`src/rtl/core/hrbi_pkg.sv`:
```
// ----------------------------------------------------------------------------
// hrbi_pkg - shared types and constants for the heart rate block
// Widths, reset values of the configuration registers, register indexes and
// the command/status bundles between controller and datapath.
// ----------------------------------------------------------------------------
package hrbi_pkg;

    // Ring of recent beat intervals
    localparam int RING_DEPTH = 5;
    localparam int POS_W      = $clog2(RING_DEPTH);
    localparam int FILL_W     = $clog2(RING_DEPTH + 1);

    // Field widths
    localparam int TIME_W = 32;
    localparam int IVL_W  = 16;
    localparam int BPM_W  = 8;

    // Ring sum and divider widths
    localparam int SUM_W  = IVL_W + $clog2(RING_DEPTH);
    localparam int CNT_W  = $clog2(SUM_W);

    // Milliseconds in one minute
    localparam logic [SUM_W-1:0] MS_PER_MINUTE = SUM_W'(60000);

    // Register reset values
    localparam logic [IVL_W-1:0] IVL_MIN_RST  = IVL_W'(300);
    localparam logic [IVL_W-1:0] IVL_MAX_RST  = IVL_W'(1500);
    localparam logic [BPM_W-1:0] RATE_MIN_RST = BPM_W'(40);
    localparam logic [BPM_W-1:0] RATE_MAX_RST = BPM_W'(180);

    // Register indexes (byte address / 4)
    localparam logic [1:0] REG_IVL_MIN  = 2'd0;
    localparam logic [1:0] REG_IVL_MAX  = 2'd1;
    localparam logic [1:0] REG_RATE_MIN = 2'd2;
    localparam logic [1:0] REG_RATE_MAX = 2'd3;

    // Item kinds
    localparam logic CMD_BEAT  = 1'b0;
    localparam logic CMD_CLEAR = 1'b1;

    typedef struct packed {
        logic [IVL_W-1:0] ivl_min;
        logic [IVL_W-1:0] ivl_max;
        logic [BPM_W-1:0] rate_min;
        logic [BPM_W-1:0] rate_max;
    } cfg_t;

    // Controller -> datapath
    typedef struct packed {
        logic capture;      // latch the incoming item, clear working result
        logic clear_hist;   // empty the ring, forget the last beat
        logic beat_update;  // take interval if in window, record beat time
        logic sum_start;
        logic sum_step;
        logic div_start;
        logic div_sel_rate; // 0: sum / fill, 1: 60000 / mean
        logic mean_store;
        logic rate_store;
        logic out_load;
    } dp_cmd_t;

    // Datapath -> controller
    typedef struct packed {
        logic item_clear;
        logic interval_ok;
        logic fill_ge2;
        logic sum_last;
        logic div_done;
        logic mean_zero;
    } dp_sts_t;

endpackage

```
`src/rtl/core/heart_rate_from_beat_intervals.sv`:
```
// ----------------------------------------------------------------------------
// heart_rate_from_beat_intervals - heart rate from beat-to-beat intervals
// Streams beat and clear items in, one rate result item out per input item.
// ----------------------------------------------------------------------------
// One item is processed at a time. A clear item, a first beat or a beat whose
// interval falls outside the window goes from the check straight to the
// result; a taken interval with fewer than two held also passes ST_POST
// first. Once two or more intervals are held the ring is summed one entry a
// cycle and a single serial divider, one quotient bit a cycle, forms first
// the mean interval and then, unless the mean is zero, 60000 / mean.
// The input takes the next item while a result still waits in the output
// register.
// ----------------------------------------------------------------------------
module heart_rate_from_beat_intervals (
    input  logic        clk,
    input  logic        rst_n,
    // input items
    input  logic        s_axis_tvalid,
    output logic        s_axis_tready,
    input  logic [31:0] s_axis_tdata,   // [31:0] time_ms
    input  logic        s_axis_tuser,   // [0] cmd
    // result items
    output logic        m_axis_tvalid,
    input  logic        m_axis_tready,
    output logic [7:0]  m_axis_tdata,   // [7:0] heart_rate
    output logic [1:0]  m_axis_tuser,   // [0] rate_update, [1] interval_taken
    // configuration
    input  logic        psel,
    input  logic        penable,
    input  logic        pwrite,
    input  logic [3:0]  paddr,
    input  logic [31:0] pwdata,
    output logic [31:0] prdata,
    output logic        pready
);
    import hrbi_pkg::*;

    cfg_t      cfg_reg;
    dp_cmd_t   cmd;
    dp_sts_t   sts;
    logic      cfg_wr;
    logic [1:0] reg_idx;

    // Configuration registers
    assign pready  = 1'b1;
    assign cfg_wr  = psel && penable && pwrite;
    assign reg_idx = paddr[3:2];

    always_ff @(posedge clk or negedge rst_n)
    begin
        if (!rst_n)
        begin
            cfg_reg.ivl_min  <= IVL_MIN_RST;
            cfg_reg.ivl_max  <= IVL_MAX_RST;
            cfg_reg.rate_min <= RATE_MIN_RST;
            cfg_reg.rate_max <= RATE_MAX_RST;
        end
        else if (cfg_wr)
        begin
            case (reg_idx)
                REG_IVL_MIN:  cfg_reg.ivl_min  <= pwdata[IVL_W-1:0];
                REG_IVL_MAX:  cfg_reg.ivl_max  <= pwdata[IVL_W-1:0];
                REG_RATE_MIN: cfg_reg.rate_min <= pwdata[BPM_W-1:0];
                REG_RATE_MAX: cfg_reg.rate_max <= pwdata[BPM_W-1:0];
                default:      cfg_reg.ivl_min  <= cfg_reg.ivl_min;
            endcase
        end
    end

    // Register read-back
    always_comb
    begin
        case (reg_idx)
            REG_IVL_MIN:  prdata = {{(32-IVL_W){1'b0}}, cfg_reg.ivl_min};
            REG_IVL_MAX:  prdata = {{(32-IVL_W){1'b0}}, cfg_reg.ivl_max};
            REG_RATE_MIN: prdata = {{(32-BPM_W){1'b0}}, cfg_reg.rate_min};
            REG_RATE_MAX: prdata = {{(32-BPM_W){1'b0}}, cfg_reg.rate_max};
            default:      prdata = '0;
        endcase
    end

    hrbi_ctrl u_ctrl (
        .clk       (clk),
        .rst_n     (rst_n),
        .in_valid  (s_axis_tvalid),
        .in_ready  (s_axis_tready),
        .out_valid (m_axis_tvalid),
        .out_ready (m_axis_tready),
        .sts       (sts),
        .cmd       (cmd)
    );

    hrbi_dp u_dp (
        .clk        (clk),
        .rst_n      (rst_n),
        .cfg        (cfg_reg),
        .cmd        (cmd),
        .sts        (sts),
        .in_cmd     (s_axis_tuser),
        .in_time    (s_axis_tdata),
        .out_update (m_axis_tuser[0]),
        .out_rate   (m_axis_tdata),
        .out_taken  (m_axis_tuser[1])
    );

endmodule

```
`src/rtl/core/hrbi_div.sv`:
```
// ----------------------------------------------------------------------------
// hrbi_div - serial restoring divider
// One quotient bit per cycle once started; done pulses once.
// ----------------------------------------------------------------------------
module hrbi_div (
    input  logic                        clk,
    input  logic                        rst_n,
    input  logic                        start,
    input  logic [hrbi_pkg::SUM_W-1:0]  dividend,
    input  logic [hrbi_pkg::IVL_W-1:0]  divisor,
    output logic [hrbi_pkg::SUM_W-1:0]  quotient,
    output logic                        done
);
    import hrbi_pkg::*;

    logic [SUM_W-1:0] quo_reg, quo_next;
    logic [IVL_W-1:0] rem_reg, rem_next;
    logic [IVL_W-1:0] dvs_reg, dvs_next;
    logic [CNT_W-1:0] cnt_reg, cnt_next;
    logic             busy_reg, busy_next;
    logic             done_reg, done_next;
    logic [IVL_W:0]   trial;
    logic             ge;

    // One restoring step
    assign trial = {rem_reg, quo_reg[SUM_W-1]};
    assign ge    = (trial >= {1'b0, dvs_reg});

    always_comb
    begin
        quo_next  = quo_reg;
        rem_next  = rem_reg;
        dvs_next  = dvs_reg;
        cnt_next  = cnt_reg;
        busy_next = busy_reg;
        done_next = 1'b0;
        if (start)
        begin
            quo_next  = dividend;
            rem_next  = '0;
            dvs_next  = divisor;
            cnt_next  = '0;
            busy_next = 1'b1;
        end
        else if (busy_reg)
        begin
            rem_next = ge ? IVL_W'(trial - {1'b0, dvs_reg}) : trial[IVL_W-1:0];
            quo_next = {quo_reg[SUM_W-2:0], ge};
            cnt_next = cnt_reg + 1'b1;
            if (cnt_reg == CNT_W'(SUM_W - 1))
            begin
                busy_next = 1'b0;
                done_next = 1'b1;
            end
        end
    end

    // Control state
    always_ff @(posedge clk or negedge rst_n)
    begin
        if (!rst_n)
        begin
            busy_reg <= 1'b0;
            done_reg <= 1'b0;
            cnt_reg  <= '0;
        end
        else
        begin
            busy_reg <= busy_next;
            done_reg <= done_next;
            cnt_reg  <= cnt_next;
        end
    end

    // Working registers
    always_ff @(posedge clk)
    begin
        quo_reg <= quo_next;
        rem_reg <= rem_next;
        dvs_reg <= dvs_next;
    end

    assign quotient = quo_reg;
    assign done     = done_reg;

endmodule

```
`src/rtl/core/hrbi_dp.sv`:
```
// ----------------------------------------------------------------------------
// hrbi_dp - datapath of the heart rate block
// Beat history, interval ring, serial ring sum, shared divider, rate check
// and the output register.
// ----------------------------------------------------------------------------
module hrbi_dp (
    input  logic                        clk,
    input  logic                        rst_n,
    input  hrbi_pkg::cfg_t              cfg,
    input  hrbi_pkg::dp_cmd_t           cmd,
    output hrbi_pkg::dp_sts_t           sts,
    input  logic                        in_cmd,
    input  logic [hrbi_pkg::TIME_W-1:0] in_time,
    output logic                        out_update,
    output logic [hrbi_pkg::BPM_W-1:0]  out_rate,
    output logic                        out_taken
);
    import hrbi_pkg::*;

    // Item and history
    logic              item_cmd_reg;
    logic [TIME_W-1:0] item_time_reg;
    logic [TIME_W-1:0] last_reg;
    logic              has_prev_reg;
    logic [IVL_W-1:0]  ring_reg [RING_DEPTH];
    logic [POS_W-1:0]  pos_reg;
    logic [FILL_W-1:0] fill_reg;

    // Arithmetic
    logic [SUM_W-1:0]  sum_reg;
    logic [POS_W-1:0]  idx_reg;
    logic [IVL_W-1:0]  mean_reg;

    // Working and output results
    logic              upd_reg, taken_reg;
    logic [BPM_W-1:0]  rate_reg;
    logic              out_upd_reg, out_taken_reg;
    logic [BPM_W-1:0]  out_rate_reg;

    logic [TIME_W-1:0] rr;
    logic              ivl_ok;
    logic [SUM_W-1:0]  div_dividend;
    logic [IVL_W-1:0]  div_divisor;
    logic [SUM_W-1:0]  div_quo;
    logic              div_done;
    logic [IVL_W-1:0]  rate_full;

    // Interval from last beat and window check
    assign rr     = item_time_reg - last_reg;
    assign ivl_ok = has_prev_reg
                 && (rr >= {{(TIME_W-IVL_W){1'b0}}, cfg.ivl_min})
                 && (rr <= {{(TIME_W-IVL_W){1'b0}}, cfg.ivl_max});

    // Shared divider: mean interval, then rate
    assign div_dividend = cmd.div_sel_rate ? MS_PER_MINUTE : sum_reg;
    assign div_divisor  = cmd.div_sel_rate ? mean_reg
                                           : {{(IVL_W-FILL_W){1'b0}}, fill_reg};

    hrbi_div u_div (
        .clk      (clk),
        .rst_n    (rst_n),
        .start    (cmd.div_start),
        .dividend (div_dividend),
        .divisor  (div_divisor),
        .quotient (div_quo),
        .done     (div_done)
    );

    assign rate_full = div_quo[IVL_W-1:0];

    // Beat history and ring
    always_ff @(posedge clk or negedge rst_n)
    begin
        if (!rst_n)
        begin
            last_reg     <= '0;
            has_prev_reg <= 1'b0;
            pos_reg      <= '0;
            fill_reg     <= '0;
            for (int k = 0; k < RING_DEPTH; k++)
            begin
                ring_reg[k] <= '0;
            end
        end
        else if (cmd.clear_hist)
        begin
            last_reg     <= '0;
            has_prev_reg <= 1'b0;
            pos_reg      <= '0;
            fill_reg     <= '0;
            for (int k = 0; k < RING_DEPTH; k++)
            begin
                ring_reg[k] <= '0;
            end
        end
        else if (cmd.beat_update)
        begin
            last_reg     <= item_time_reg;
            has_prev_reg <= 1'b1;
            if (ivl_ok)
            begin
                ring_reg[pos_reg] <= rr[IVL_W-1:0];
                pos_reg <= (pos_reg == POS_W'(RING_DEPTH - 1)) ? '0 : pos_reg + 1'b1;
                if (fill_reg != FILL_W'(RING_DEPTH))
                begin
                    fill_reg <= fill_reg + 1'b1;
                end
            end
        end
    end

    // Item capture, sum, mean and working result
    always_ff @(posedge clk)
    begin
        if (cmd.capture)
        begin
            item_cmd_reg  <= in_cmd;
            item_time_reg <= in_time;
            upd_reg       <= 1'b0;
            taken_reg     <= 1'b0;
            rate_reg      <= '0;
        end
        if (cmd.beat_update && ivl_ok)
        begin
            taken_reg <= 1'b1;
        end
        if (cmd.sum_start)
        begin
            sum_reg <= '0;
            idx_reg <= '0;
        end
        else if (cmd.sum_step)
        begin
            sum_reg <= sum_reg + {{(SUM_W-IVL_W){1'b0}}, ring_reg[idx_reg]};
            idx_reg <= idx_reg + 1'b1;
        end
        if (cmd.mean_store)
        begin
            mean_reg <= div_quo[IVL_W-1:0];
        end
        if (cmd.rate_store)
        begin
            if ((rate_full >= {{(IVL_W-BPM_W){1'b0}}, cfg.rate_min})
             && (rate_full <= {{(IVL_W-BPM_W){1'b0}}, cfg.rate_max}))
            begin
                upd_reg  <= 1'b1;
                rate_reg <= rate_full[BPM_W-1:0];
            end
        end
    end

    // Output register
    always_ff @(posedge clk)
    begin
        if (cmd.out_load)
        begin
            out_upd_reg   <= upd_reg;
            out_rate_reg  <= rate_reg;
            out_taken_reg <= taken_reg;
        end
    end

    assign out_update = out_upd_reg;
    assign out_rate   = out_rate_reg;
    assign out_taken  = out_taken_reg;

    // Status
    assign sts.item_clear  = (item_cmd_reg == CMD_CLEAR);
    assign sts.interval_ok = ivl_ok;
    assign sts.fill_ge2    = (fill_reg >= FILL_W'(2));
    assign sts.sum_last    = (idx_reg == POS_W'(RING_DEPTH - 1));
    assign sts.div_done    = div_done;
    assign sts.mean_zero   = (mean_reg == '0);

endmodule

```
`src/rtl/core/hrbi_ctrl.sv`:
```
// ----------------------------------------------------------------------------
// hrbi_ctrl - controller of the heart rate block
// Sequences one item at a time through check and, when needed, ring sum and
// the two divisions, and owns the input and output handshakes.
// ----------------------------------------------------------------------------
module hrbi_ctrl (
    input  logic                clk,
    input  logic                rst_n,
    input  logic                in_valid,
    output logic                in_ready,
    output logic                out_valid,
    input  logic                out_ready,
    input  hrbi_pkg::dp_sts_t   sts,
    output hrbi_pkg::dp_cmd_t   cmd
);
    import hrbi_pkg::*;

    localparam logic [3:0] ST_IDLE      = 4'd0;
    localparam logic [3:0] ST_CHECK     = 4'd1;
    localparam logic [3:0] ST_POST      = 4'd2;
    localparam logic [3:0] ST_SUM       = 4'd3;
    localparam logic [3:0] ST_MEAN_GO   = 4'd4;
    localparam logic [3:0] ST_MEAN_WAIT = 4'd5;
    localparam logic [3:0] ST_RATE_GO   = 4'd6;
    localparam logic [3:0] ST_RATE_WAIT = 4'd7;
    localparam logic [3:0] ST_FINISH    = 4'd8;

    logic [3:0] state_reg, state_next;
    logic       ovld_reg, ovld_next;
    logic       out_free;

    assign out_free  = !ovld_reg || out_ready;
    assign in_ready  = (state_reg == ST_IDLE);
    assign out_valid = ovld_reg;

    // Next state and commands
    always_comb
    begin
        state_next = state_reg;
        cmd        = '0;
        ovld_next  = ovld_reg;
        if (ovld_reg && out_ready)
        begin
            ovld_next = 1'b0;
        end
        case (state_reg)
            ST_IDLE:
            begin
                if (in_valid)
                begin
                    cmd.capture = 1'b1;
                    state_next  = ST_CHECK;
                end
            end
            ST_CHECK:
            begin
                if (sts.item_clear)
                begin
                    cmd.clear_hist = 1'b1;
                    state_next     = ST_FINISH;
                end
                else
                begin
                    cmd.beat_update = 1'b1;
                    state_next      = sts.interval_ok ? ST_POST : ST_FINISH;
                end
            end
            ST_POST:
            begin
                if (sts.fill_ge2)
                begin
                    cmd.sum_start = 1'b1;
                    state_next    = ST_SUM;
                end
                else
                begin
                    state_next = ST_FINISH;
                end
            end
            ST_SUM:
            begin
                cmd.sum_step = 1'b1;
                if (sts.sum_last)
                begin
                    state_next = ST_MEAN_GO;
                end
            end
            ST_MEAN_GO:
            begin
                cmd.div_start = 1'b1;
                state_next    = ST_MEAN_WAIT;
            end
            ST_MEAN_WAIT:
            begin
                if (sts.div_done)
                begin
                    cmd.mean_store = 1'b1;
                    state_next     = ST_RATE_GO;
                end
            end
            ST_RATE_GO:
            begin
                if (sts.mean_zero)
                begin
                    state_next = ST_FINISH;
                end
                else
                begin
                    cmd.div_start    = 1'b1;
                    cmd.div_sel_rate = 1'b1;
                    state_next       = ST_RATE_WAIT;
                end
            end
            ST_RATE_WAIT:
            begin
                cmd.div_sel_rate = 1'b1;
                if (sts.div_done)
                begin
                    cmd.rate_store = 1'b1;
                    state_next     = ST_FINISH;
                end
            end
            ST_FINISH:
            begin
                // wait for the output register to be free
                if (out_free)
                begin
                    cmd.out_load = 1'b1;
                    ovld_next    = 1'b1;
                    state_next   = ST_IDLE;
                end
            end
            default:
            begin
                state_next = ST_IDLE;
            end
        endcase
    end

    always_ff @(posedge clk or negedge rst_n)
    begin
        if (!rst_n)
        begin
            state_reg <= ST_IDLE;
            ovld_reg  <= 1'b0;
        end
        else
        begin
            state_reg <= state_next;
            ovld_reg  <= ovld_next;
        end
    end

endmodule
```
`config.mk`:
```
export PLATFORM = sky130hd
export DESIGN_NAME = heart_rate_from_beat_intervals
export DESIGN_NICKNAME = d
export VERILOG_FILES = /design/src/rtl/core/hrbi_pkg.sv /design/src/rtl/core/heart_rate_from_beat_intervals.sv /design/src/rtl/core/hrbi_div.sv /design/src/rtl/core/hrbi_dp.sv /design/src/rtl/core/hrbi_ctrl.sv
export SDC_FILE = /design/constraint.sdc
export NUM_CORES = 1
export LEC_CHECK = 0
export ABC_AREA = 1
export BUFFER_PORTS_ARGS = -buffer_cell sky130_fd_sc_hd__buf_2
export CAP_MARGIN = 20
export CELL_PAD_IN_SITES_DETAIL_PLACEMENT = 1
export CELL_PAD_IN_SITES_GLOBAL_PLACEMENT = 1
export CORE_UTILIZATION = 46
export CTS_CLUSTER_SIZE = 24
export DETAILED_ROUTE_END_ITERATION = 8
export PLACE_DENSITY = 0.77
export SYNTH_ARGS = -nofsm -noshare
export SYNTH_HDL_FRONTEND = slang
export SYNTH_HIERARCHICAL = 1
export SYNTH_SLANG_ARGS = --single-unit
```
`constraint.sdc`:
```
create_clock -name clk -period 4.6 [get_ports clk]
set_clock_uncertainty 0.05 [all_clocks]
set_input_delay 0.69 -clock clk [delete_from_list [all_inputs] [get_ports clk]]
set_output_delay 0.69 -clock clk [all_outputs]
set_load 0.02 [all_outputs]
```
### After elaboration in Yosys (flattened, before gate mapping)

Index checks and enable logic that the tools add are counted.

| storage, ports and cells | value |
|---|---|
| register bits | 321 |
| logic and storage cells | 165 |

| cells by class | value |
|---|---|
| add/subtract/negate cells | 7 |
| magnitude comparators | 9 |
| equal/unequal tests | 20 |
| mux-type cells | 70 |
| bitwise operators | 2 |
| reductions and logical operators | 24 |

Operators by type and width:

| kind | count |
|---|---|
| $mux 80 | 3 |
| $pmux 32 s4 | 1 |
| $bwmux 80 | 1 |
| $mux 16 | 4 |
| $mux 32 | 2 |
| $mux 19 | 3 |
| $bmux 16 s3 | 1 |
| $demux 16 s3 | 1 |
| $mux 4 | 9 |
| $pmux 4 s9 | 1 |
| $ge 32x16->1 | 1 |
| $le 32x16->1 | 1 |
| $sub 32x32->32 | 1 |
| $mux 3 | 9 |
| $mux 1 | 26 |
| $mux 8 | 3 |
| $add 19x16->19 | 1 |
| $ge 17x16->1 | 1 |
| $eq 4x3->1 const B | 4 |
| $ge 16x8->1 | 1 |
| $le 16x8->1 | 1 |
| $logic_not 16->1 | 1 |
| $sub 16x16->16 | 1 |
| $mux 5 | 2 |
| other kinds (27) | 53 |

### Longest topological paths before layout

Gate-level depths: netlist of run 1.

| depth | value |
|---|---|
| depth after elaboration | 9 |
| mapped depth | 31 |

### Cells and area by module

The synthesis of run 1 kept the hierarchy.

By module, submodules not included:

| module | times used | cells an instance | area an instance (µm²) |
|---|---|---|---|
| hrbi_dp | 1 | 1,921 | 14,033.5 |
| hrbi_div | 1 | 455 | 3,573.4 |
| heart_rate_from_beat_intervals | 1 | 306 | 2,462.4 |
| hrbi_ctrl | 1 | 75 | 440.4 |

### Worst setup path before layout of run 1

OpenSTA, ideal clock, no wires.

| path | value |
|---|---|
| kind | reg2reg |
| start point | reg u_dp.last_reg[0] |
| end point | reg u_ctrl.state_reg[1] |
| library setup time | 65 ps |
| data arrival time | 3,533 ps |
| data required time | 4,485 ps |
| path slack | 951 ps |
| cell stages (with the launch flop) | 31 |
| path buffers | 1 |
| path through | dfrtp_1 > ha_1 > fa_1 > inv_1 > nand3_1 > nand2_2 > nand2_1 > nand2_1 > nand2_1 > nand2_1 > xor2_1 > ha_1 > nand2_1 > o21ai_0 > a21oi_1 > nand2_1 > nand2_1 > nand2_1 > nor2_1 > nand3_1 > nor3_1 > and2_1 > buf_4 > inv_1 > nor2_1 > nand3_1 > nand2_1 > inv_1 > nand2_1 > nand2_1 > nand2_1 |

| between the ends | value |
|---|---|
| longest elaborated chain between the ends | 7 |

RTL lines:

| element | line | text |
|---|---|---|
| start, declared | hrbi_dp.sv:23 | `logic [TIME_W-1:0] last_reg;` |
| start signal, assigned | hrbi_dp.sv:98 | `last_reg <= item_time_reg;` |
| $sub 32x32->32 (*) | hrbi_dp.sv:49 | `assign rr = item_time_reg - last_reg;` |
| $ge 32x16->1 | hrbi_dp.sv:51 | `&& (rr >= {{(TIME_W-IVL_W){1'b0}}, cfg.ivl_min})` |
| $logic_and 1x1->1 | hrbi_dp.sv:51 |  |
| $logic_and 1x1->1 (*) | hrbi_dp.sv:52 | `&& (rr <= {{(TIME_W-IVL_W){1'b0}}, cfg.ivl_max});` |
| net u_dp.ivl_ok | hrbi_dp.sv:41 | `logic ivl_ok;` |
| $mux 4 (*) | hrbi_ctrl.sv:65 | `state_next = sts.interval_ok ? ST_POST : ST_FINISH;` |
| $mux 4 (*) | hrbi_ctrl.sv:57 | `if (sts.item_clear)` |
| $pmux 4 s9 (*) | hrbi_ctrl.sv:46 | `case (state_reg)` |
| end signal, assigned | hrbi_ctrl.sv:149 | `state_reg <= state_next;` |
| end, declared | hrbi_ctrl.sv:28 | `logic [3:0] state_reg, state_next;` |

The timed path passes the listed nets; every way through them passes the cells marked *.
A chain may end at the register's enable or synchronous reset.

### Worst setup path after layout of run 1

| path | value |
|---|---|
| start point | reg u_dp.last_reg[0] |
| end point | reg u_dp/ring_reg[33] (netlist bit) |

| between the ends | value |
|---|---|
| longest elaborated chain between the ends | 6 |

RTL lines:

| element | line | text |
|---|---|---|
| $sub 32x32->32 (*) | hrbi_dp.sv:49 |  |
| $ge 32x16->1 | hrbi_dp.sv:51 |  |
| $logic_and 1x1->1 | hrbi_dp.sv:51 |  |
| $logic_and 1x1->1 | hrbi_dp.sv:52 |  |
| $reduce_bool 2->1 (no source line) | - |  |
| $reduce_and 2->1 (no source line) | - |  |
| end signal, assigned by index | hrbi_dp.sv:102 | `ring_reg[pos_reg] <= rr[IVL_W-1:0];` |
| end, declared | hrbi_dp.sv:25 | `logic [IVL_W-1:0] ring_reg [RING_DEPTH];` |

Every way passes the cells marked *; elsewhere a longest branch is shown, timed or not. The select of a mux whose other input is x is not followed.

==> results of run 1 <==
==> metrics by stage <==
stage / worst slack, ns / TNS, ns / hold slack (ns) / std cells
4_1_cts: 0.09299 / 0 / 0.1108 / 3448
2_1_floorplan: 0.9514 / 0 / 0.3444 / 2772
3_3_place_gp: 0.2885 / 0 / 0.3648 / 3376
6_report: 0.2290 / 0 / 0.1022 / 3458
5_1_grt: -0.04755 / -0.1072 / 0.1343 / 3458
3_5_place_dp: 0.1353 / 0 / 0.3641 / 3376
==> per-layer routing <==
metal,track usage [%],share of wire [%],vias up
met5,0,0,-
met4,11.67,3.8,0
met3,2.721,2.8,129
met2,53.41,52,325
met1,34.52,42,9036
li1,-,-,8959
==> worst max-delay path: stages, from the launching register on <==
cell and delay, ns:
dfrtp_1 0.39, ha_1 0.21, fa_1 0.41, inv_1 0.10, nand3_1 0.08, nand2_2 0.13
nand2_1 0.06, nand2_1 0.17, xor2_2 0.14, buf_4 0.19, ha_1 0.27, nand2_1 0.07
o21a_1 0.19, nand2_1 0.12, nand2_1 0.09, nand2_1 0.09, nand2_1 0.06, nand2_1 0.17
nand3_1 0.11, nor2_1 0.17, nand3_2 0.16, nor2_8 0.21, nand4_4 0.34, nand3_1 0.21
nand2_1 0.07
==> layout make-up <==
cell class / instances / area [um^2] / share of cell area [%]
flip-flops and latches: 321 / 8284 / 36.19
repair buffers: 133 / 857.1 / 3.744
clock buffers: 53 / 1070 / 4.673
clock inverters: 19 / 211.5 / 0.9238
multi-input cells: 1935 / 10180 / 44.47
inverters: 412 / 1558 / 6.805
well taps: 585 / 732.0 / 3.198
==> path summary, 6_finish.rpt <==
path / start / to / slack (ns) / cells after the start
max reg2reg: u_dp/last_reg[0] / u_dp/ring_reg[33] / 0.23 / 24
min reg2reg: u_dp/rate_reg[2] / u_dp/out_rate[2] / 0.38 / 0
min in group clk: s_axis_tdata[11] / u_dp/item_time_reg[11] / 0.25 / 1
max in group asynchronous: rst_n / cfg_reg[21] / 3.35 / 2
max: u_dp/last_reg[0] / u_dp/ring_reg[33] / 0.23 / 24
min: rst_n / cfg_reg[30] / 0.10 / 1
==> cell families (layout without fill, tap and decap cells) <==
logic type      count (synthesis)  after routing
compound gates                254            254
xor+xnor                       35             35
fa+ha+maj                     123            123
buf+inv                       517            617
flops                         321            321
other cells                     2             17
simple gates                 1505           1506
==> power groups by stage <==
stage	Clock, mW	Sequential (mW)	Combinational, mW
3_5_place_dp	0	3.18	0.508
3_3_place_gp	0	3.17	0.472
4_1_cts	3.20	3.12	0.515
5_1_grt	3.29	3.13	0.580
6_report	3.12	3.12	0.507
2_1_floorplan	0	3.14	0.338
==> Yosys cell counts (all sizes together), types with 27 or more instances <==
library cell / instances / area [um^2]
a21oi: 116 / 595.6
buf: 60 / 480.5
clkbuf: 45 / 168.9
dfrtp: 162 / 4054
dfxtp: 48 / 960.9
edfxtp: 94 / 2823
ha: 120 / 1501
inv: 407 / 1533
nand2: 908 / 3531
nand3: 318 / 1654
nand3b: 27 / 210.2
nand4: 31 / 281.5
nor2: 190 / 855.8
o21ai: 93 / 465.5
==> layout by cell type, fill, tap and decap left out, types with 16 or more instances in the layout <==
| cell | instances |
|---|---|
| inv_1 | 389 |
| conb_1 | 17 |
| nand2_2 | 18 |
| edfxtp_1 | 94 |
| clkbuf_16 | 40 |
| buf_2 | 84 |
| nand3b_1 | 25 |
| dfxtp_1 | 48 |
| dfrtp_1 | 162 |
| nand4_1 | 24 |
| a221o_1 | 16 |
| inv_2 | 16 |
| a21oi_1 | 114 |
| nand2_1 | 882 |
| ha_1 | 119 |
| nand3_1 | 307 |
| dfstp_2 | 17 |
| o21ai_0 | 91 |
| xor2_1 | 22 |
| buf_4 | 42 |
| nor2_1 | 164 |
==> what timing repair did <==
action / in CTS / in global routing
endpoints found under the hold margin: 0 / 0
setup endpoints to repair: 0 / 88
gates resized for setup: 0 / 13
buffers inserted: 0 / 6
==> results list, run 1 <==
* Number of flip-flops in the largest register: 80
- Summed over all nets, the half-perimeter wirelength after detailed placement is 47820 um.
* Slew at the pin with the worst max-slew slack: 1.037 ns
- DRC violations left: 0
- Overall die area: 45440 um^2
- Summing internal, switching and leakage power gives 6.748 mW.
- Once the floorplan was initialized, standard cells occupied 47.09% of the core.
* CP max FO: 16
* Total of flip-flops plus latches after synthesis: 321
- Multiplexer fraction of the synthesized cell area: 0%
- Hold-fix buffers at CTS: 0
* Clk pwr share: 46.2%
- Post-layout util: 52.56%
* Inserted Clock Buffers: 39
- Antenna Violating Nets Remaining: 0
* Number of distinct library cells after synthesis: 61
* Final weighted congestion of routability-driven global placement: 0.8934
- Global-route wire length before repair: 102600 um
* Result of the run: finished clean
- P_leak: 11.83 nW
* Clk Tree Root Cell: clkbuf_16
- Counting every sink on the clock net gives 321.
* Number of antenna diodes: 0
- Of the cells placed in the final design, the portion with a size suffix greater than 1 is 10.86%.
- After detailed routing, the average wire length per cell comes to 18.73 um.
* Arithmetic-cell share of the synthesized area counting full adders, half adders and majority gates: 7.613%
- Total non-filler cell area in the finished layout: 22890 um^2
* Average vias per placed instance: 5.335
- Summed over all layers, the global routing overflow is 0.
* Largest net degree at the start of global routing: 102
* Combinational fraction of design power: 7.5%
* Sw power: 1.674 mW
- Sequential cell fraction of total power: 46.3%
- Asr flop ratio synth: 55.76%
- Chip width: 213.2 um
* Predominant post-synthesis flop cell: dfrtp_1
* Highest ir drop seen on vdd: 277.6 uV
* Type of destination of the critical path: flop
* Via count of the first global-routing pass: 19470
* Post-route minimum period: 4.371 ns
* Avg Synthesized Cell Area: 7.439 um^2
* IO Port Bufs: 85
- Total routed wirelength: 64780 um
* Number of filler instances in the final layout: 5620
- Setup violations remaining at the end of the flow were counted as 0.
* Worst max-slew margin expressed relative to the limit: 30.59%
- The first routing iteration left 1030 violations.
- Number of antenna violations at the first check in global routing: 0
* Count of max-cap constraint violations: 0
- Power spread over the standard cell area amounts to 294.8 nW/um^2.
- Required time reported for the critical path endpoint: 5.00 ns
- Dominant combinational cell family by area after synthesis: simple AND/OR/NAND/NOR gates
- Cell area reported after detailed placement: 21430 um^2
- From synthesis to final layout, the design area changed by 11.61%.
- Htree depth: 2
* Ratio of final minimum period to clock period: 95.02%
- After floorplanning, the core was sized to cover 43550 um^2.
- In this run the core area contains 76 standard-cell rows.
* Synthesized-area fraction occupied by ao, oa, aoi and oai cells: 7.016%
- TritonCTS built the clock tree.
- The final-report hold violation count came to 0.
- Of the total synthesized cell area, the portion taken by XOR and XNOR cells is 1.495%.
- Cell-internal power: 5.074 mW
- In the synthesized netlist, the number of instances is 2757.
- By startpoint and endpoint, the worst setup path is classified as reg2reg.
- At the worst endpoint, the arrival time is 4.77 ns.
- In the final design database the tool counted 3041 nets.
- Total vias in the final route: 18450
* Critical Path Start Type: flop
- No sink is reached through more buffers than the 3 on the longest clock path.
- Clock slew at reported path FFs: 0.06 ns
* Share of synthesized area occupied by flip-flops and latches: 40.39%
- Timing would allow up to 228.8 MHz.
* Synth warnings: 6
- Simple-gate share of the synthesized area: 32.71%
- Cell Area, Synth: 20510 um^2
- Top-Level Pins: 121
* Overall global routing resource usage: 29.02%
- Number of detailed-route iterations in the first pass: 5
- The final max-slew violation count is 0.
* Hold/Removal Path Class: in2async
* Vertical extent of the die: 213.2 um
- Switching power share of the total: 24.80%
* Count of flip-flops with a built-in enable after synthesis: 94
- Later-pin clock latency in the skew report: 0.57 ns
No activity file was read; power rests on OpenSTA's default activity.
==> run 2: changes to the inputs <==
- ABC_AREA: 1 -> default
- CORE_MARGIN: default -> 2
- CORE_UTILIZATION: 46 -> 49
- GPL_ROUTABILITY_DRIVEN: default -> 0
==> run 2 against run 1 <==
Net effect: the flow now finishes with violations (negative hold slack, negative setup slack); design area fell by 4.0%; area after synthesis fell by 9.5%; worst hold slack got worse by 0.12 ns; final cell count fell by 29%; critical path depth rose by 2; power rose by 110%; utilization rose by 6.1 points; die area fell by 13%; synthesized cell count fell by 36%; critical path type unchanged.
==> results list, run 2 <==
- Overall die area: 39470 um^2 (-13%)
- Number of instances in the synthesized netlist: 1751 (-36%)
- Relative to the synthesized area, the layout overhead comes to 18.33%.
* Clk Tree Root Cell: clkbuf_16
- Commonest cells in the synthesized netlist: 162 x dfrtp_1, 149 x inv_1, 137 x nor2_1
* Violated checks: negative hold slack, negative setup slack
- RSZ-0062 raised after global routing: yes
* Share of synthesized area occupied by flip-flops and latches: 44.61% (+4.2 points)
* Arrival @ worst endpoint: 5.70 ns (+0.93 ns)
- The critical path ends at u_dp/ring_reg[20].
- Area inside the core boundary: 37490 um^2 (-14%)
- Final Hold Violating Endpoints: 8 (+8)
- Setup slack of the critical path after layout: -0.6693 ns (-0.8984 ns)
* Overflow left after global routing: 0 (unchanged)
- Post-layout util: 58.61% (+6.1 points)
- Leading cell type in the layout, fill and taps excluded: dfrtp_1
- Number of detailed-route iterations in the first pass: 5 (unchanged)
- The cell area after synthesis came to 18570 um^2 (-9.5%).
- The number of enable-type register cells in the synthesized netlist was 94 (unchanged).
- The final hold slack came to -0.01810 ns (-0.1203 ns).
* Reg-to-Reg Start: u_dp/item_time_reg[1]
- Number of flip-flops in the largest register: 80 (unchanged)
- HPWL after detailed placement: 36660 um (-23%)
* P_leak: 9.632 nW (-19%)
* Count leader, synth: dfrtp_1
- The worst setup path is of the reg2reg kind.
* Largest net degree at the start of global routing: 115 (+13%)
- The clock transition at the registers of the reported paths was 0.06 ns (about the same).
- Number of antenna violations at the first check in global routing: 0 (unchanged)
* Worst Setup SP: u_dp/item_time_reg[1]
- Average vias per placed instance: 5.916 (+11%)
- The I/O pin total was 121 (unchanged).
- Number of standard-cell rows in the floorplan: 71 (-6.6%)
* Predominant post-synthesis flop cell: dfrtp_1
- Chip width: 198.7 um (-6.8%)
- GRT met3 Usage: 5.290% (+2.6 points)
* Total negative slack: -51.33 ns (-51.33 ns)
- Biggest area contributors in the synthesized netlist: dfrtp_1 22%, edfxtp_1 15%, ha_1 8.1%
* DRC violations left: 0 (unchanged)
- The count of state elements after synthesis came to 321 (unchanged).
- Busiest grt layer: met2
- The required time of the worst setup path was 5.03 ns (+0.03 ns).
- Number of cells on the worst reg-to-reg path: 26 (+8.3%)
- Most frequent cells in the layout: 162 x dfrtp_1, 148 x inv_1, 137 x nor2_1
- The starting density of the core is 49.53% (+2.4 points).
- CP max FO: 16 (unchanged)
- The peak clock frequency supported by timing was 189.8 MHz (-17%).
- Inserted Clock Buffers: 37 (-5.1%)
- P per Cell Area: 646.9 nW/um^2 (+120%)
- The die outline height is 198.7 um (-6.8%).
- The synthesis warning total was 6 (unchanged).
* Count of max-cap constraint violations: 0 (unchanged)
* Total routed wirelength: 56540 um (-13%)
* Asr flop ratio synth: 55.76% (unchanged)
- Htree depth: 2 (unchanged)
- IO Port Bufs: 85 (unchanged)
- Avg Synthesized Cell Area: 10.60 um^2 (+43%)
- Slew Viols, Final: 0 (unchanged)
- Antenna Violating Nets Remaining: 0 (unchanged)
* Average wire per standard cell: 23.01 um (+23%)
* Number of antenna diodes: 0 (unchanged)
- Total vias in the final route: 14540 (-21%)
* Global Route met1 Usage: 32.57% (-2.0 points)
- The measured slew at the worst slew-check pin is 1.057 ns (+0.01953 ns).
- STA classifies the critical path endpoint as a flop.
* Share of post-route cells with drive strength above 1: 24.56% (+14 points)
- The number of hold buffers added after cts came to 0 (unchanged).
- The portion of synthesized cell area occupied by the leading cell type is 21.83% (+2.1 points).
- Seq. cell area: 8284 um^2 (unchanged)
* Clock tree sinks: 321 (unchanged)
* Highest ir drop seen on vdd: 416.5 uV (+50%)
- Overall global routing resource usage: 28.04% (-0.98 points)
- The count of different cell masters after synthesis came to 105 (+72%).
- Multi-input gate area in the final layout: 9663 um^2 (-5.1%)
- Reg-to-reg endpoint: u_dp/ring_reg[20]
* Ratio of final minimum period to clock period: 114.6% (+20 points)
- The number of global-route vias before repair is 15670 (-20%).
- The starting DRC count in detailed routing came to 799 (-22%).
* Post-synthesis cell type with the largest combined area: dfrtp_1
- The total setup violations reported at the end of the flow is 89 (+89).
* Number of nets in the finished design: 2121 (-30%)
* Worst setup timing slack at the placement stage: -0.8498 ns (-0.9852 ns)
* Critical Path Start Type: flop
- Number of filler instances in the final layout: 4008 (-29%)
- The worst-case clock buffer depth came to 3 (unchanged).
- CTS tree: built
- Hold/Removal Path Class: in2async
* Later-pin clock latency in the skew report: 0.56 ns (about the same)
- The post-layout minimum cycle time is 5.269 ns (+0.8984 ns).
* Result of the run: finished, violations left
* Global-route wire length before repair: 85710 um (-16%)
* Met2 track demand over resource in global routing: 49.90% (-3.5 points)
* Worst max-slew margin expressed relative to the limit: 29.54% (-1.0 points)
- Slack of the worst reg-to-reg path: -0.67 ns (-0.90 ns)
-- run 2: cell types whose count changed after synthesis, moves of 32 or more --
cell     previous run  this run
mux2i_1             0        66
inv_1             389       149
a22o_1              0        65
nor2_1            169       137
mux2_2              0        60
nand3_1           307        39
nand2_1           882        84
-- run 2: per-stage QoR --
| stage | instance area (um^2) | cells | power [mW] |
|---|---|---|---|
| after floorplan | 18650 | 1766 | 7.266 |
| after global placement | 20030 | 2365 | 9.637 |
| after detailed placement | 20030 | 2365 | 9.927 |
| after CTS | 21580 | 2443 | 13.38 |
| after global routing | 21970 | 2457 | 14.89 |
| final | 21970 | 2457 | 14.21 |
-- run 2: per-layer routing --
| layer | part of all wire [%] | wire (um) | up-vias |
|---|---|---|---|
| met2 | 51 | 29020 | 356 |
| met3 | 4.2 | 2378 | 165 |
| li1 | - | - | 6617 |
| met4 | 4.9 | 2780 | 0 |
| met1 | 40 | 22360 | 7397 |
| met5 | 0 | 0 | - |
-- run 2: worst min-delay path by stage --
stage	slack [ns]	startpoint	end
after floorplan	0.34	rst_n	cfg_reg[0]
after global placement	0.37	u_dp/upd_reg	u_dp/out_update
after detailed placement	0.37	u_dp/taken_reg	u_dp/out_taken
after CTS	0.23	s_axis_tdata[10]	u_dp/item_time_reg[10]
after global routing	0.008	rst_n	cfg_reg[44]
final	-0.02	rst_n	cfg_reg[44]
-- run 2: worst max-delay path: stages (launching register included) --
cell and delay, ns:
edfxtp_1 0.41, buf_6 0.14, ha_1 0.28, nand2b_1 0.13, a21oi_2 0.08, o21a_1 0.20
o21ai_1 0.15, nand2b_1 0.13, a21oi_2 0.18, o21bai_1 0.09, xor2_1 0.16, buf_4 0.17
buf_6 0.15, ha_4 0.26, nand4_1 0.13, nor4_1 0.27, o21ai_1 0.16, buf_4 0.19
nor4_4 0.27, buf_4 0.16, o211ai_1 0.10, nor4_2 0.36, nand4_1 0.17, buf_6 0.24
nor2_2 0.17, buf_12 0.17, a22o_1 0.20
-- run 2: what timing repair did --
action,CTS,global route
buffers inserted,12,10
pin swaps,95,34
cloned,3,1
endpoints found under the setup margin,89,89
resized for setup,43,46
-- run 2: cell families after synthesis --
kind of cell / Yosys count / synth area share [%]
mux: 160 / 10.96
fa+ha+maj: 123 / 8.409
other cells: 2 / 0.04044
buf+inv: 253 / 6.253
xor+xnor: 52 / 2.453
compound gates: 394 / 14.96
flops: 321 / 44.61
simple gates: 446 / 12.32
-- run 2: where the power goes --
group / switching [mW] / internal, mW / total (mW)
logic: 4.38 / 3.24 / 7.62
clock network: 1.21 / 1.68 / 2.89
registers: 0.321 / 3.38 / 3.70
-- run 2: cell type report --
| type | instances | share of cell area [%] |
|---|---|---|
| flip-flops and latches | 321 | 37.70 |
| clock buffers | 50 | 4.527 |
| well taps | 511 | 2.910 |
| clock inverters | 13 | 0.6605 |
| multi-input cells | 1193 | 43.98 |
| repair buffers | 217 | 7.630 |
| inverters | 152 | 2.597 |
==> run 3: changes to the inputs <==
--- a/config.mk
+++ b/config.mk
@@ -15,5 +15,5 @@
 export DETAILED_ROUTE_END_ITERATION = 8
 export GPL_ROUTABILITY_DRIVEN = 0
-export PLACE_DENSITY = 0.77
+export PLACE_DENSITY_LB_ADDON = 0.1
 export SYNTH_ARGS = -nofsm -noshare
 export SYNTH_HDL_FRONTEND = slang
--- a/constraint.sdc
+++ b/constraint.sdc
@@ -3,3 +3,3 @@
 set_input_delay 0.69 -clock clk [delete_from_list [all_inputs] [get_ports clk]]
 set_output_delay 0.69 -clock clk [all_outputs]
-set_load 0.02 [all_outputs]
+set_load 0.1 [all_outputs]
==> run 3 against run 2 <==
Net effect: the run still ends with negative hold slack, negative setup slack left; wire length decreased by 6.1%; flip-flop and latch count is the same; clock power up 6%; die area did not move; clock-buffer cell count rose by 4; critical endpoint is now u_dp/ring_reg[50]; largest cell class unchanged.
==> results list, run 3 (synthesis gave the netlist of run 2 again) <==
* Type of the worst setup path: reg2reg
- Number of antenna violations at the first check in global routing: 1 (+1)
* Area overhead of the layout relative to synthesis: 20.24%
* Count of max-cap constraint violations: 0 (unchanged)
* Ratio of final minimum period to clock period: 110.9% (-3.7 points)
- The clock transition at the registers of the reported paths came to 0.06 ns (about the same).
- Top-Level Pins: 121 (unchanged)
* Slew Viols, Final: 0 (unchanged)
* Arrival @ worst endpoint: 5.48 ns (-0.22 ns)
- Area inside the core boundary: 37490 um^2 (unchanged)
- The pin count of the biggest net entering global routing came to 111 (-3.5%).
* Number of filler instances in the final layout: 3984 (-0.60%)
* Deepest clock path buffer count: 3 (unchanged)
- The remaining routing DRC violations is 0 (unchanged).
- Starting density of the core: 49.53% (unchanged)
* Type of destination of the critical path: flop
* Final Hold Violating Endpoints: 6 (-2)
* Seq. cell area: 8284 um^2 (unchanged)
* Worst max-slew margin expressed relative to the limit: 36.13% (+6.6 points)
- Slowest stage cell on the critical path: edfxtp_1
- Vertical extent of the die: 198.7 um (unchanged)
- Most frequent cell on the critical path: buf_4
- P_leak: 9.745 nW (+1.2%)
- The layout net count came to 2133 (+0.57%).
- Result of the run: finished, violations left
- Violated checks: negative hold slack, negative setup slack
* Critical Path Start Type: flop
* Total routed wirelength: 53090 um (-6.1%)
- The peak clock frequency supported by timing came to 196.1 MHz (+3.3%).
- Global-route wire length before repair: 81900 um (-4.5%)
* Number of detailed-route iterations in the first pass: 4 (-1)
- Later-pin clock latency in the skew report: 0.56 ns (about the same)
- Average wire per standard cell: 21.45 um (-6.8%)
* Via count of the first global-routing pass: 15100 (-3.7%)
- The overall track demand over capacity in global routing was 26.52% (-1.5 points).
* Clock tree sinks: 321 (unchanged)
- The post-layout minimum cycle time is 5.100 ns (-0.1692 ns).
* RSZ-0062 raised after global routing: yes
- The placement row count was 71 (unchanged).
- The worst-case setup margin in the final layout is -0.5001 ns (+0.1692 ns).
* Most frequent cells in the layout: 162 x dfrtp_1, 147 x inv_1, 137 x nor2_1
- The top fanout value on the critical path came to 4 (-12).
- The horizontal die dimension was 198.7 um (unchanged).
* HPWL after detailed placement: 35810 um (-2.3%)
- The library cell used most frequently in the layout, excluding fill and tap cells, is dfrtp_1.
- Required time reported for the critical path endpoint: 4.98 ns (-0.05 ns)
- Hold/Removal Path Class: in2async
- Overflow left after global routing: 0 (unchanged)
- The measured slew at the worst slew-check pin was 0.9581 ns (-0.09881 ns).
- Min Hold Slack: -0.01078 ns (+0.007318 ns)
- Total vias in the final route: 14330 (-1.4%)
- Setup violators final: 89 (unchanged)
- The maximum single-stage delay on the critical path came to 0.44 ns (+0.03 ns).
- Overall die area: 39470 um^2 (unchanged)
- The placement-stage worst setup slack was -0.7711 ns (+0.07871 ns).
- Number of DRC markers after the initial detailed-route iteration: 735 (-8.0%)
* Average vias per placed instance: 5.788 (-2.2%)
* Number of flip-flops in the largest register: 80 (unchanged)
* IO Port Bufs: 85 (unchanged)
- The number of antenna repair diodes is 0 (unchanged).
- The number of buffers created by CTS came to 38 (+2.7%).
* P per Cell Area: 653.4 nW/um^2 (+1.0%)
* Highest ir drop seen on vdd: 527.6 uV (+27%)
* Crit-path cells: ha_4, buf_4, o211ai_1, a21oi_4, buf_6, o22a_1, a21o_1, a21oi_2, xnor2_1, buf_4, ha_4, nand4_1, o32ai_2, buf_4, o2111ai_4, nor4_4, o2111ai_2, nor4b_2, and4_1, buf_6, buf_8, a31oi_4, buf_4, a22o_1
* Clk Tree Root Cell: clkbuf_16
- The CTS H-tree depth is 2 (unchanged).
* Share of post-route cells with drive strength above 1: 25.92% (+1.4 points)
- Multi-input gate area in the final layout: 9816 um^2 (+1.6%)
- CTS tree: built
- Antenna Violating Nets Remaining: 0 (unchanged)
==> run 3: cell types whose count changed in the layout (fill, tap and decap cells not counted), moves of 4 or more <==
cell	before	now
o21ai_1	14	24
a21oi_4	2	6
o21ai_0	61	56
buf_6	12	17
buf_4	106	110
o21ai_2	5	1
a21oi_1	80	76
==> run 3: critical path, delay by kind of cell, from the launching register on <==
kind,cells,cell delay [ns]
buf+inv,7,1.12
flops,1,0.44
simple gates,4,0.95
xor+xnor,1,0.09
compound gates,10,1.87
fa+ha+maj,2,0.47
==> run 3: what timing repair did <==
action / CTS / global route
resized for setup: 59 / 66
endpoints found under the hold margin: 0 / 0
endpoints found under the setup margin: 89 / 89
buffers inserted: 11 / 17
pin swaps: 76 / 33
gates cloned: 2 / 4
hold buffers: 0 / 0
==> run 3: cell type report <==
cell class	instances	area share, %
clock inverters	16	0.8238
inverters	152	2.555
repair buffers	226	7.795
flip-flops and latches	321	37.10
multi-input cells	1195	43.96
clock buffers	54	4.898
well taps	511	2.864
==> run 3: layer usage <==
metal  track usage (%)  wire length (um)
met1             32.64             21910
met5                 0                 0
met3             3.561              1944
met4             10.28              1955
met2             47.18             27280
==> run 3: path summary, 6_finish.rpt <==
check	from	to	slack, ns	cells after the start
worst max-delay path	u_dp/item_time_reg[3]	u_dp/ring_reg[50]	-0.50	24
worst min register to register	u_dp/rate_reg[3]	u_dp/out_rate[3]	0.38	0
max in group asynchronous	rst_n	u_dp/u_div/done	3.39	3
min in group clk	s_axis_tdata[29]	u_dp/item_time_reg[29]	0.25	1
worst max register to register	u_dp/item_time_reg[3]	u_dp/ring_reg[50]	-0.50	24
worst min-delay path	rst_n	cfg_reg[28]	-0.01	1
==> run 3: stage by stage <==
step / area (um^2) / setup TNS [ns] / util [%] / std cells / power, mW
2_1_floorplan: 18650 / 0 / - / 1766 / 7.643
3_3_place_gp: 20000 / -43.24 / 53.35 / 2368 / 10.09
3_5_place_dp: 20000 / -58.09 / 53.35 / 2368 / 10.31
4_1_cts: 21770 / -24.63 / 58.06 / 2451 / 14.00
5_1_grt: 22330 / -55.47 / 59.56 / 2475 / 15.40
6_report: 22330 / -36.43 / 59.56 / 2475 / 14.59
==> run 3: report_power, final <==
group | internal (mW) | switching [mW] | leakage, nW
Sequential | 3.38 | 0.316 | 3.58
Combinational | 3.24 | 4.58 | 5.54
Clock | 1.84 | 1.23 | 0.623
Total | 8.46 | 6.13 | 9.74
